===== src/rufp_pkg.sv =====
`default_nettype none
package rufp_pkg;

  // Frame markers, oldest byte in the high bits.
  localparam logic [31:0] HDR_REPORT = 32'hF4F3F2F1;
  localparam logic [31:0] HDR_CMD    = 32'hFDFCFBFA;
  localparam logic [31:0] FTR_REPORT = 32'hF8F7F6F5;
  localparam logic [31:0] FTR_CMD    = 32'h04030201;
  localparam logic [7:0]  MARK_HEAD  = 8'hAA;
  localparam logic [7:0]  MARK_TAIL  = 8'h55;
  localparam logic [7:0]  ENG_MODE   = 8'h01;
  localparam logic [15:0] CMD_OFFSET = 16'h0100;
  localparam int          MAX_RESULTS = 64;

  // Result kinds.
  localparam logic [2:0] KIND_BASIC  = 3'd0;
  localparam logic [2:0] KIND_ENG    = 3'd1;
  localparam logic [2:0] KIND_MOVING = 3'd2;
  localparam logic [2:0] KIND_STILL  = 3'd3;
  localparam logic [2:0] KIND_ACK    = 3'd4;

  typedef enum logic [4:0] {
    S_IDLE, S_SCAN, S_SRCH, S_SRCH_D, S_HDR, S_L0, S_L1, S_FTR, S_FTR_D,
    S_PAY, S_PAY_D, S_T0, S_T0_D, S_T1_D, S_EREC, S_GATE, S_GATE_D,
    S_EACK, S_DONE, S_FIN
  } state_t;

  typedef struct packed {
    logic [2:0]  kind;
    logic [7:0]  target_state;
    logic [15:0] moving_distance;
    logic [7:0]  moving_energy;
    logic [15:0] still_distance;
    logic [7:0]  still_energy;
    logic [15:0] detect_distance;
    logic [3:0]  gate_index;
    logic [7:0]  gate_energy;
    logic [15:0] ack_command;
    logic [15:0] ack_status;
  } result_t;

  // Footer byte at position j of a report or command frame.
  function automatic logic [7:0] ftr_byte(input logic report, input logic [1:0] j);
    logic [31:0] f;
    f = report ? FTR_REPORT : FTR_CMD;
    return f[8*(3-j) +: 8];
  endfunction

endpackage
`default_nettype wire


===== src/rufp_ram.sv =====
`default_nettype none
module rufp_ram #(
  parameter int WIDTH = 8,
  parameter int DEPTH = 256
) (
  input  wire logic                     clk,
  input  wire logic                     we,
  input  wire logic [$clog2(DEPTH)-1:0] waddr,
  input  wire logic [WIDTH-1:0]         wdata,
  input  wire logic [$clog2(DEPTH)-1:0] raddr,
  output logic      [WIDTH-1:0]         rdata
);

  logic [WIDTH-1:0] mem [DEPTH];

  // One write port and one registered read port.
  always_ff @(posedge clk) begin
    if (we) begin
      mem[waddr] <= wdata;
    end
    rdata <= mem[raddr];
  end

endmodule
`default_nettype wire


===== src/rufp_out.sv =====
`default_nettype none
module rufp_out (
  input  wire logic              clk,
  input  wire logic              rst,
  input  wire logic              emit,
  input  wire rufp_pkg::result_t res,
  input  wire logic              flush,
  input  wire logic              ready,
  output logic                   valid,
  output rufp_pkg::result_t      out_res,
  output logic                   out_last,
  output logic                   pend_valid
);

  rufp_pkg::result_t pend;

  // A result is held back one place so that the final one of an item can be marked.
  always_ff @(posedge clk) begin
    if (rst) begin
      valid      <= 1'b0;
      pend_valid <= 1'b0;
    end else if (emit) begin
      if (pend_valid) begin
        out_res  <= pend;
        out_last <= 1'b0;
        valid    <= 1'b1;
      end else if (ready) begin
        valid <= 1'b0;
      end
      pend       <= res;
      pend_valid <= 1'b1;
    end else if (flush) begin
      out_res    <= pend;
      out_last   <= 1'b1;
      valid      <= 1'b1;
      pend_valid <= 1'b0;
    end else if (ready) begin
      valid <= 1'b0;
    end
  end

endmodule
`default_nettype wire


===== src/radar_uart_frame_parser.sv =====
`default_nettype none
// Operation: a byte is taken only in the idle state; the store is then searched for a header,
// and every complete frame in it is parsed, with up to MAX_RESULTS results emitted, before the
// next byte is taken. A resynchronisation rescans the store byte by byte through the single read port.
// Reset: rst (synchronous) empties the store and clears the output; RAM contents are kept.
module radar_uart_frame_parser #(
  parameter int MAX_PAYLOAD    = 128,
  parameter int MAX_GATE_INDEX = 8,
  parameter int BUFFER_BYTES   = 256
) (
  input  wire logic         clk,
  input  wire logic         rst,
  input  wire logic         s_tvalid,
  output logic              s_tready,
  input  wire logic [7:0]   s_tdata,   // rx_byte
  output logic              m_tvalid,
  input  wire logic         m_tready,
  output logic [119:0]      m_tdata,   // target_state, moving_distance, moving_energy,
                                       // still_distance, still_energy, detect_distance,
                                       // gate_index, gate_energy, ack_command, ack_status
  output logic [2:0]        m_tuser,   // kind
  output logic              m_tlast    // last
);

  localparam int AW = $clog2(BUFFER_BYTES);
  localparam int FW = $clog2(BUFFER_BYTES + 1);

  rufp_pkg::state_t  state, state_next;
  rufp_pkg::result_t res, out_res;

  logic [AW-1:0] head, off_c, drop_n, raddr, waddr;
  logic [FW-1:0] fill, k;
  logic [31:0]   win, w_c;
  logic          report, tail_ok, phase, eng;
  logic [15:0]   len, len_c;
  logic [3:0]    j, lim_m, lim_s, lim;
  logic [7:0]    p [13];
  logic [4:0]    g;
  logic [7:0]    idx, rdata;
  logic [6:0]    cnt;
  logic          do_drop, clr, emit, emit_go, flush, stall, out_free, pend_valid, out_last;
  logic          hit_r, hit_c, accept;

  function automatic logic [AW-1:0] wrap(input logic [AW-1:0] a, input logic [AW-1:0] b);
    logic [AW:0] s;
    s = {1'b0, a} + {1'b0, b};
    if (s >= (AW+1)'(BUFFER_BYTES)) begin
      s = s - (AW+1)'(BUFFER_BYTES);
    end
    return s[AW-1:0];
  endfunction

  assign accept   = s_tvalid && s_tready;
  assign out_free = !m_tvalid || m_tready;
  assign stall    = pend_valid && !out_free && (cnt < 7'(rufp_pkg::MAX_RESULTS));
  assign emit_go  = emit && (cnt < 7'(rufp_pkg::MAX_RESULTS));
  assign w_c      = {win[23:0], rdata};
  assign hit_r    = (k >= FW'(3)) && (w_c == rufp_pkg::HDR_REPORT);
  assign hit_c    = (k >= FW'(3)) && (w_c == rufp_pkg::HDR_CMD);
  assign len_c    = {rdata, len[7:0]};
  assign eng      = (p[0] == rufp_pkg::ENG_MODE);
  assign lim      = phase ? lim_s : lim_m;
  assign raddr    = wrap(head, off_c);
  assign waddr    = (fill == FW'(BUFFER_BYTES)) ? head : wrap(head, fill[AW-1:0]);

  rufp_ram #(.WIDTH(8), .DEPTH(BUFFER_BYTES)) u_store (
    .clk   (clk),
    .we    (accept),
    .waddr (waddr),
    .wdata (s_tdata),
    .raddr (raddr),
    .rdata (rdata)
  );

  rufp_out u_out (
    .clk        (clk),
    .rst        (rst),
    .emit       (emit_go),
    .res        (res),
    .flush      (flush),
    .ready      (m_tready),
    .valid      (m_tvalid),
    .out_res    (out_res),
    .out_last   (out_last),
    .pend_valid (pend_valid)
  );

  assign m_tuser = out_res.kind;
  assign m_tlast = out_last;
  assign m_tdata = {4'd0, out_res.ack_status, out_res.ack_command, out_res.gate_energy,
                    out_res.gate_index, out_res.detect_distance, out_res.still_energy,
                    out_res.still_distance, out_res.moving_energy, out_res.moving_distance,
                    out_res.target_state};

  // State register.
  always_ff @(posedge clk) begin
    if (rst) begin
      state <= rufp_pkg::S_IDLE;
    end else begin
      state <= state_next;
    end
  end

  // Next state, read offset and store updates.
  always_comb begin
    state_next = state;
    off_c      = '0;
    do_drop    = 1'b0;
    drop_n     = '0;
    clr        = 1'b0;
    emit       = 1'b0;
    flush      = 1'b0;
    res        = '0;
    s_tready   = 1'b0;
    unique case (state)
      rufp_pkg::S_IDLE: begin
        s_tready = 1'b1;
        if (s_tvalid) state_next = rufp_pkg::S_SCAN;
      end
      rufp_pkg::S_SCAN: begin
        state_next = (fill < FW'(10)) ? rufp_pkg::S_FIN : rufp_pkg::S_SRCH;
      end
      rufp_pkg::S_SRCH: begin
        off_c      = k[AW-1:0];
        state_next = rufp_pkg::S_SRCH_D;
      end
      rufp_pkg::S_SRCH_D: begin
        if (hit_r || hit_c) begin
          do_drop    = 1'b1;
          drop_n     = AW'(k - FW'(3));
          state_next = rufp_pkg::S_HDR;
        end else if (k + FW'(1) >= fill) begin
          clr        = 1'b1;
          state_next = rufp_pkg::S_FIN;
        end else begin
          state_next = rufp_pkg::S_SRCH;
        end
      end
      rufp_pkg::S_HDR: begin
        off_c = AW'(4);
        state_next = (fill < FW'(6)) ? rufp_pkg::S_FIN : rufp_pkg::S_L0;
      end
      rufp_pkg::S_L0: begin
        off_c      = AW'(5);
        state_next = rufp_pkg::S_L1;
      end
      rufp_pkg::S_L1: begin
        if (len_c > 16'(MAX_PAYLOAD)) begin
          do_drop    = 1'b1;
          drop_n     = AW'(1);
          state_next = rufp_pkg::S_SCAN;
        end else if (17'(fill) < {1'b0, len_c} + 17'd10) begin
          state_next = rufp_pkg::S_FIN;
        end else begin
          state_next = rufp_pkg::S_FTR;
        end
      end
      rufp_pkg::S_FTR: begin
        off_c      = AW'(len + 16'd6 + 16'(j));
        state_next = rufp_pkg::S_FTR_D;
      end
      rufp_pkg::S_FTR_D: begin
        if (rdata != rufp_pkg::ftr_byte(report, j[1:0])) begin
          do_drop    = 1'b1;
          drop_n     = AW'(1);
          state_next = rufp_pkg::S_SCAN;
        end else if (j == 4'd3) begin
          if (report ? (len < 16'd13) : (len < 16'd4)) state_next = rufp_pkg::S_DONE;
          else state_next = rufp_pkg::S_PAY;
        end else begin
          state_next = rufp_pkg::S_FTR;
        end
      end
      rufp_pkg::S_PAY: begin
        off_c      = AW'(16'd6 + 16'(j));
        state_next = rufp_pkg::S_PAY_D;
      end
      rufp_pkg::S_PAY_D: begin
        if (j == (report ? 4'd12 : 4'd3)) begin
          state_next = report ? rufp_pkg::S_T0 : rufp_pkg::S_EACK;
        end else begin
          state_next = rufp_pkg::S_PAY;
        end
      end
      rufp_pkg::S_T0: begin
        off_c      = AW'(len + 16'd4);
        state_next = rufp_pkg::S_T0_D;
      end
      rufp_pkg::S_T0_D: begin
        off_c      = AW'(len + 16'd5);
        state_next = rufp_pkg::S_T1_D;
      end
      rufp_pkg::S_T1_D: begin
        if (tail_ok && rdata == 8'h00 && p[1] == rufp_pkg::MARK_HEAD) begin
          state_next = rufp_pkg::S_EREC;
        end else begin
          state_next = rufp_pkg::S_DONE;
        end
      end
      rufp_pkg::S_EREC: begin
        res.kind            = eng ? rufp_pkg::KIND_ENG : rufp_pkg::KIND_BASIC;
        res.target_state    = p[2];
        res.moving_distance = {p[4], p[3]};
        res.moving_energy   = p[5];
        res.still_distance  = {p[7], p[6]};
        res.still_energy    = p[8];
        res.detect_distance = {p[10], p[9]};
        if (!stall) begin
          emit = 1'b1;
          state_next = (eng && len >= 16'd15) ? rufp_pkg::S_GATE : rufp_pkg::S_DONE;
        end
      end
      rufp_pkg::S_GATE: begin
        if (g <= {1'b0, lim} && 16'(idx) < len) begin
          off_c      = AW'(16'd6 + 16'(idx));
          state_next = rufp_pkg::S_GATE_D;
        end else if (phase) begin
          state_next = rufp_pkg::S_DONE;
        end
      end
      rufp_pkg::S_GATE_D: begin
        off_c           = AW'(16'd6 + 16'(idx));
        res.kind        = phase ? rufp_pkg::KIND_STILL : rufp_pkg::KIND_MOVING;
        res.gate_index  = g[3:0];
        res.gate_energy = rdata;
        if (!stall) begin
          emit       = 1'b1;
          state_next = rufp_pkg::S_GATE;
        end
      end
      rufp_pkg::S_EACK: begin
        res.kind        = rufp_pkg::KIND_ACK;
        res.ack_command = ({p[1], p[0]} >= rufp_pkg::CMD_OFFSET) ?
                          {p[1], p[0]} - rufp_pkg::CMD_OFFSET : {p[1], p[0]};
        res.ack_status  = {p[3], p[2]};
        if (!stall) begin
          emit       = 1'b1;
          state_next = rufp_pkg::S_DONE;
        end
      end
      rufp_pkg::S_DONE: begin
        do_drop    = 1'b1;
        drop_n     = AW'(len + 16'd10);
        state_next = rufp_pkg::S_SCAN;
      end
      rufp_pkg::S_FIN: begin
        if (!(pend_valid && !out_free)) begin
          flush      = pend_valid;
          state_next = rufp_pkg::S_IDLE;
        end
      end
      default: state_next = rufp_pkg::S_IDLE;
    endcase
  end

  // Store pointers and result count.
  always_ff @(posedge clk) begin
    if (rst) begin
      head <= '0;
      fill <= '0;
      cnt  <= '0;
    end else begin
      if (accept) begin
        if (fill == FW'(BUFFER_BYTES)) begin
          head <= wrap(head, AW'(1));
        end else begin
          fill <= fill + FW'(1);
        end
      end else if (clr) begin
        fill <= '0;
      end else if (do_drop) begin
        head <= wrap(head, drop_n);
        fill <= fill - FW'(drop_n);
      end
      if (state == rufp_pkg::S_FIN && state_next == rufp_pkg::S_IDLE) begin
        cnt <= '0;
      end else if (emit_go) begin
        cnt <= cnt + 7'd1;
      end
    end
  end

  // Frame working registers.
  always_ff @(posedge clk) begin
    unique case (state)
      rufp_pkg::S_SCAN: k <= '0;
      rufp_pkg::S_SRCH_D: begin
        win    <= w_c;
        report <= hit_r;
        k      <= k + FW'(1);
      end
      rufp_pkg::S_L0: len[7:0] <= rdata;
      rufp_pkg::S_L1: begin
        len[15:8] <= rdata;
        j         <= '0;
      end
      rufp_pkg::S_FTR_D: j <= (j == 4'd3) ? 4'd0 : j + 4'd1;
      rufp_pkg::S_PAY_D: begin
        p[j] <= rdata;
        j    <= j + 4'd1;
      end
      rufp_pkg::S_T0_D: tail_ok <= (rdata == rufp_pkg::MARK_TAIL);
      rufp_pkg::S_EREC: begin
        g     <= '0;
        idx   <= 8'd13;
        phase <= 1'b0;
        lim_m <= (p[11] > 8'(MAX_GATE_INDEX)) ? 4'(MAX_GATE_INDEX) : p[11][3:0];
        lim_s <= (p[12] > 8'(MAX_GATE_INDEX)) ? 4'(MAX_GATE_INDEX) : p[12][3:0];
      end
      rufp_pkg::S_GATE: begin
        if (state_next == rufp_pkg::S_GATE) begin
          phase <= 1'b1;
          g     <= '0;
        end
      end
      rufp_pkg::S_GATE_D: begin
        if (state_next == rufp_pkg::S_GATE) begin
          g   <= g + 5'd1;
          idx <= idx + 8'd1;
        end
      end
      default: ;
    endcase
  end

  a_fill_bound: assert property (@(posedge clk) disable iff (rst)
    fill <= FW'(BUFFER_BYTES)) else $error("store fill beyond capacity");
  a_head_bound: assert property (@(posedge clk) disable iff (rst)
    {1'b0, head} < (AW+1)'(BUFFER_BYTES)) else $error("head pointer out of range");
  a_idle_flushed: assert property (@(posedge clk) disable iff (rst)
    (state == rufp_pkg::S_IDLE) |-> !pend_valid) else $error("held result not flushed");
  a_cnt_bound: assert property (@(posedge clk) disable iff (rst)
    cnt <= 7'(rufp_pkg::MAX_RESULTS)) else $error("result count overrun");

endmodule
`default_nettype wire

===== config.mk =====
export PLATFORM = sky130hd
export DESIGN_NAME = radar_uart_frame_parser
export DESIGN_NICKNAME = d
export VERILOG_FILES = /design/src/rufp_pkg.sv /design/src/rufp_ram.sv /design/src/rufp_out.sv /design/src/radar_uart_frame_parser.sv
export SDC_FILE = /design/constraint.sdc
export NUM_CORES = 2
export LEC_CHECK = 0
export BUFFER_PORTS_ARGS = -buffer_cell sky130_fd_sc_hd__buf_2
export CORE_ASPECT_RATIO = 0.9
export CORE_MARGIN = 2
export CORE_UTILIZATION = 50
export DETAILED_ROUTE_END_ITERATION = 8
export PLACE_DENSITY = 0.66
export REMOVE_ABC_BUFFERS = 1
export SLEW_MARGIN = 30
export SYNTH_ARGS = -nofsm -noshare
export SYNTH_HDL_FRONTEND = slang
export SYNTH_SLANG_ARGS = --single-unit

===== constraint.sdc =====
create_clock -name clk -period 15.4 [get_ports clk]
set_input_delay 3.85 -clock clk [delete_from_list [all_inputs] [get_ports clk]]
set_output_delay 3.85 -clock clk [all_outputs]
set_load 0.02 [all_outputs]

=== Yosys cells after proc, flatten, opt, wreduce, memory -nomap -nowiden ===
Memory sizes are Yosys's and may differ from the RTL's. A register that Yosys moved wholly into a read port is not among the register bits.
Cells that the tools add are included.

* Flip-flop bits (word level): 299
* Latch bits: 0
* Bits in writable memories: 2,152
* Memory bits (read-only): 0
* Input port bits: 12
* Output and inout bits: 126
* Memories kept: 2

* Add/sub/neg operators: 26
* Multiply operators: 0
* Divide/modulo/power cells: 0
* Order comparisons: 19
* Eq/ne operators: 35
* Shift operators: 1
* Muxes and demuxes: 86
* Bitwise logic cells: 1
* Reductions and logical operators: 42

{| class="wikitable"
|+ Memories
! memory !! depth !! bits a word !! rd ports !! clocked after Yosys merged registers in !! write ports !! RTL line !! RTL
|-
| u_store.mem || 256 || 8 || 1 || 1 || 1 || rufp_ram.sv:14 || <nowiki>logic [WIDTH-1:0] mem [DEPTH];</nowiki>
|-
| p || 13 || 8 || 13 || 7 || 1 || radar_uart_frame_parser.sv:37 || <nowiki>logic [7:0] p [13];</nowiki>
|}

{| class="wikitable"
|+ Operators with widths
! operator !! number
|-
| 2-to-1 mux 119 bit || 3
|-
| 2-to-1 mux 5 bit || 22
|-
| case mux 5 bit (20 select lines) || 1
|-
| 2-to-1 mux 8 bit || 12
|-
| case mux 8 bit (9 select lines) || 1
|-
| equality test 32 bit (second input constant) || 2
|-
| equality test 5 x 4 -> 1 bit (second input constant) || 9
|-
| greater-or-equal comparator 9 bit (second input constant) || 4
|-
| 2-to-1 mux 9 bit || 4
|-
| indexed part select 32 x 33 -> 8 bit || 1
|-
| 2-to-1 mux 32 bit || 1
|-
| case mux 8 bit (4 select lines) || 1
|-
| subtractor 8 x 1 -> 8 bit (second input constant) || 4
|-
| 2-to-1 mux 1 bit || 30
|-
| adder 8 x 8 -> 9 bit || 3
|-
| adder 8 x 3 -> 8 bit (second input constant) || 3
|-
| equality test 5 x 3 -> 1 bit (second input constant) || 4
|-
| equality test 5 bit (second input constant) || 4
|-
| adder 9 x 1 -> 9 bit (second input constant) || 2
|-
| case mux 9 bit (2 select lines) || 1
|-
| adder 16 x 4 -> 17 bit (second input constant) || 1
|-
| less-than comparator 9 x 17 -> 1 bit || 1
|-
| greater-or-equal comparator 16 x 4 -> 1 bit (second input constant) || 1
|-
| greater-or-equal comparator 16 x 9 -> 1 bit (second input constant) || 1
|-
| 55 further kinds || 94
|}

=== Depth between registers and ports, before layout ===
* Word-level depth: 11
* Gate-level depth with buffers: 23
* Gate-level depth less buffers: 20

=== Hierarchy ===
A second synthesis with hierarchy kept.

* Cell total of the unflattened synthesis: 5,185
* Area total of the unflattened synthesis: 99,469.1 um^2

{| class="wikitable"
|+ By module, submodules not included
! module !! instances !! cells an instance !! area an instance (um^2) !! sequential area each (um^2)
|-
| rufp_ram || 1 || 3,733 || 79,556.3 || 61,659.1
|-
| radar_uart_frame_parser || 1 || 1,203 || 12,652.1 || 6,015.8
|-
| rufp_out || 1 || 249 || 7,260.7 || 7,216.9
|}

=== Least setup slack after synthesis ===
No wires, ideal clock.

* Path type: input-to-reg
* Start point: input rst
* End point: register u_out.out_last, enable pin
* Setup time: 0.746 ns
* Arrival time: 12.200 ns
* Data required time: 14.654 ns
* Setup slack: 2.454 ns
* Stages on the path: 2
* Buffers on the path: 1
* Cells stage by stage: clkbuf_1 > nor3_1

* Longest elaborated chain between the ends: 2

{| class="wikitable"
|+ RTL lines
! item !! RTL line !! RTL
|-
| start: declaration || radar_uart_frame_parser.sv:12 || <nowiki>input wire logic rst,</nowiki>
|-
| inverter 1 bit (no source line) || - ||
|-
| AND reduction 3 bit (no source line) || - ||
|-
| end signal: assignment || rufp_out.sv:25 || <nowiki>out_last <= 1'b0;</nowiki>
|-
| end signal: assignment || rufp_out.sv:34 || <nowiki>out_last <= 1'b1;</nowiki>
|-
| end: declaration || rufp_out.sv:11 || <nowiki>output logic out_last,</nowiki>
|}

Every way passes these cells.
A chain may end at the register's enable or synchronous reset.

=== Final worst setup path ===
* Start point: register len[5]
* End point: register u_store.rdata[2], read port of u_store.mem

* Longest elaborated chain between the ends: 7
* Elaborated cells on any way between the ends: 12
* Classes of those cells: add/sub (6); order compare (2); mux (3); reduce/logical (1)

{| class="wikitable"
|+ RTL lines
! item !! RTL line !! RTL
|-
| start: declaration || radar_uart_frame_parser.sv:35 || <nowiki>logic [15:0] len, len_c;</nowiki>
|-
| start signal: assignment || radar_uart_frame_parser.sv:292 || <nowiki>rufp_pkg::S_L0: len[7:0] <= rdata;</nowiki>
|-
| parallel branches: the longest is 3 deep, another holds adder 8 x 3 -> 8 bit || - ||
|-
| case mux 8 bit (9 select lines) (*) || radar_uart_frame_parser.sv:115 || <nowiki>unique case (state)</nowiki>
|-
| adder 8 x 8 -> 9 bit (*) || radar_uart_frame_parser.sv:46 || <nowiki>s = {1'b0, a} + {1'b0, b};</nowiki>
|-
| subtractor 8 x 1 -> 8 bit or greater-or-equal comparator 9 bit (tied branches) || radar_uart_frame_parser.sv:48, radar_uart_frame_parser.sv:47 ||
|-
| 2-to-1 mux 8 bit (*) || radar_uart_frame_parser.sv:47 || <nowiki>if (s >= (AW+1)'(BUFFER_BYTES)) begin</nowiki>
|-
| end: declaration || rufp_ram.sv:11 || <nowiki>output logic [WIDTH-1:0] rdata</nowiki>
|}

Mark *: on every way between the ends.

==> results.txt <==
Synth Instances = 5511
post-synthesis mux area share = 11.8%
CTS HTree Levels = 4
most frequent cells in the layout = edfxtp_1, nand2_1, mux4_2, nor2_1, nand4_1
max_slew headroom = 26.3%
Final #Nets = 5753
hpwl dp = 140000 um
most common cell after layout, fill and taps aside = edfxtp_1
Initial DRC Count = 6129
max_cap viols = 0
register area share after synthesis = 75.0%
Area growth syn-to-layout = 11.7%
crit-path max FO = 65
Hold Path Class = register to register
period utilisation layout = 50.7%
worst setup margin = 7.59 ns
RSZ-0062 raised after global routing = false
DR WL/cell = 28.0 um
synthesized area = 99800 um^2
Req. time, crit path = 16.20 ns
Tot GR Track Use = 23.4%
die width = 475 um
crit start category = register
clock sinks = 2507
Synth Register Bits = 2507
setup tns final = 0 ns
post-synth top area share = 74.2%
Initial Util = 50.3%
yosys warns = 0
post-place setup slack = 7.72 ns
f_max = 128 MHz
Core Area = 198000 um^2
CP Launch Point = len[5]
main combinational cell family by area after synthesis = multiplexers
Die Span Y = 428 um
maximum buffer depth of the clock tree = 3
synth unique cells = 88
Compound-Gate Fraction of Synth Area = 1.87%
Tmin final = 7.81 ns
clock latency on the worst-skew pair = 0.89 ns
synthesized area per cell = 18.1 um^2
Hold Startpoint = u_out.pend[68]
Antenna Violating Nets Remaining = 0
drt drc = 0
ranking of synthesized cells by area = edfxtp_1, mux4_2, nand2_1
CTS tree = yes
layout cells sized above 1 = 19.4%
antenna diode count = 0
pwr/cell area = 182 nW/um^2
Least-Margin Pin Slew = 1.11 ns
Synth Area in Simple Gates = 7.81%
Hold-fix buffers, CTS = 0
status = finished clean
final setup fails = 0
vias per inst = 6.13
cell taking the most area after synthesis = edfxtp_1
Via Count = 52200
GPL Wtd Cong = 0.923
largest net degree at the start of global routing = 160
number of flops mapped to enable cells by yosys = 2468
data arrival time of the worst path = 8.61 ns
Final Hold Fails = 0
IO Port Bufs = 133
Setup crit end kind = register
Critical R2R Launch = len[5]
post-cts repair resize count = 0
GR Overflow Total = 0
vias in the first global route = 51600
Row Count = 155
Final Routed Wirelength = 238000 um
P_leak = 35.4 nW
first-pass iteration count of the detailed router = 6
postcts setup bufs = 0
first-pass GRT wire length = 352000 um
Clock Pin Slew Worst Setup and Hold Paths = 0.06 ns
main flop type after synthesis = edfxtp_1
CTS root buffer = clkbuf_16
ys async rst share = 0%
Die ar. = 203000 um^2
worst vdd rail ir drop = 190 uV
adder-cell share of the synthesized area = 1.27%
Worst Clk Skew = 0.0810 ns
Final Max Slew Viols = 0
initial antenna violation count = 4
xor-xnor portion of the synthesized cell area = 0.729%
IO Pins = 138
CTS Buf Count = 233
Crit Path Class = register to register
## cells in the mapped netlist (all sizes together), types with 11 or more instances
library cell,instances
nor4,15
o21ai,54
xnor2,54
nand4,331
nand2,612
xor2,27
and2,100
mux2i,22
a211oi,22
dfxtp,39
nand2b,18
nor3,44
a21oi,51
nor2,361
nand3,39
a31oi,11
inv,61
edfxtp,2468
a21o,19
nor2b,19
o22ai,38
buf,126
clkbuf,189
ha,93
mux4,512
and3,52
## area by class of cell
| type | instances | area, um^2 |
|---|---|---|
| Clock buffer | 262 | 5940 |
| Clock inverter | 181 | 1990 |
| Fill cell | 14900 | 86900 |
| Inverter | 62 | 233 |
| Multi-Input combinational cell | 2630 | 23600 |
| Sequential cell | 2507 | 74900 |
| Tap cell | 2669 | 3340 |
| Timing Repair Buffer | 209 | 1490 |
## worst paths after layout
path	end	slack (ns)	cells past startpoint
worst max-delay path	u_store.rdata[2]	7.59	21
worst min-delay path	u_out.out_res[68]	0.37	0
worst max register to register	u_store.rdata[2]	7.59	21
worst min register to register	u_out.out_res[68]	0.37	0
## state kept, by name, summed over array words and instances (netlist names)
name,flops
cnt,7
fill,9
g,5
head,8
idx,8
j,4
k,9
len,16
lim_m,4
lim_s,4
p,104
phase,1
report,1
state,5
tail_ok,1
u_out.out_last,1
u_out.out_res,119
u_out.pend,119
u_out.pend_valid,1
u_out.valid,1
u_store.mem,2048
u_store.rdata,8
win,24
## per-layer routing
layer	track usage [%]	wire, um
met1	35.0	100000
met4	7.02	7080
met3	4.86	22000
met5	0	7
met2	35.1	109000
## metrics by stage
| stage | util (%) | instance area [um^2] | hold WS (ns) | instances | power, W |
|---|---|---|---|---|---|
| after floorplan | - | 98600 | 0.400 | 5199 | 0.0144 |
| after detailed placement | 52.1 | 103000 | 0.405 | 8073 | 0.0144 |
| after global routing | 56.2 | 112000 | 0.379 | 8520 | 0.0210 |
| final | 56.2 | 112000 | 0.372 | 8520 | 0.0202 |
| after global placement | 52.1 | 103000 | 0.401 | 8072 | 0.0144 |
| after CTS | 56.1 | 111000 | 0.365 | 8516 | 0.0203 |
## report_power, final
part / total, W / switching, W / internal, W
registers: 0.00784 / 0.000126 / 0.00771
clock network: 0.00593 / 0.00257 / 0.00336
logic: 0.00649 / 0.00405 / 0.00243
## cell families after synthesis
| kind of cell | count (synthesis) |
|---|---|
| simple gates | 1638 |
| buf+inv | 377 |
| xor+xnor | 81 |
| fa+ha+maj | 98 |
| mux | 537 |
| other cells | 1 |
| compound gates | 272 |
| flops | 2507 |
## critical path, cell delays in order, from the launching register on
cell	delay [ns]
edfxtp_1	0.54
inv_1	0.14
ha_1	0.33
a21o_1	0.16
a221oi_1	0.29
o21a_1	0.22
o211a_1	0.20
a21oi_2	0.12
nand2b_1	0.18
o2111ai_1	0.23
ha_4	0.20
inv_1	0.05
fa_4	1.29
buf_4	0.88
buf_4	0.88
mux4_2	0.38
nand2_1	0.07
nand4_1	0.20
nand4_1	0.39
o22ai_1	0.63
nor2_1	0.09
mux2i_1	0.15
Note: power is estimated with default switching activity, not from simulation.
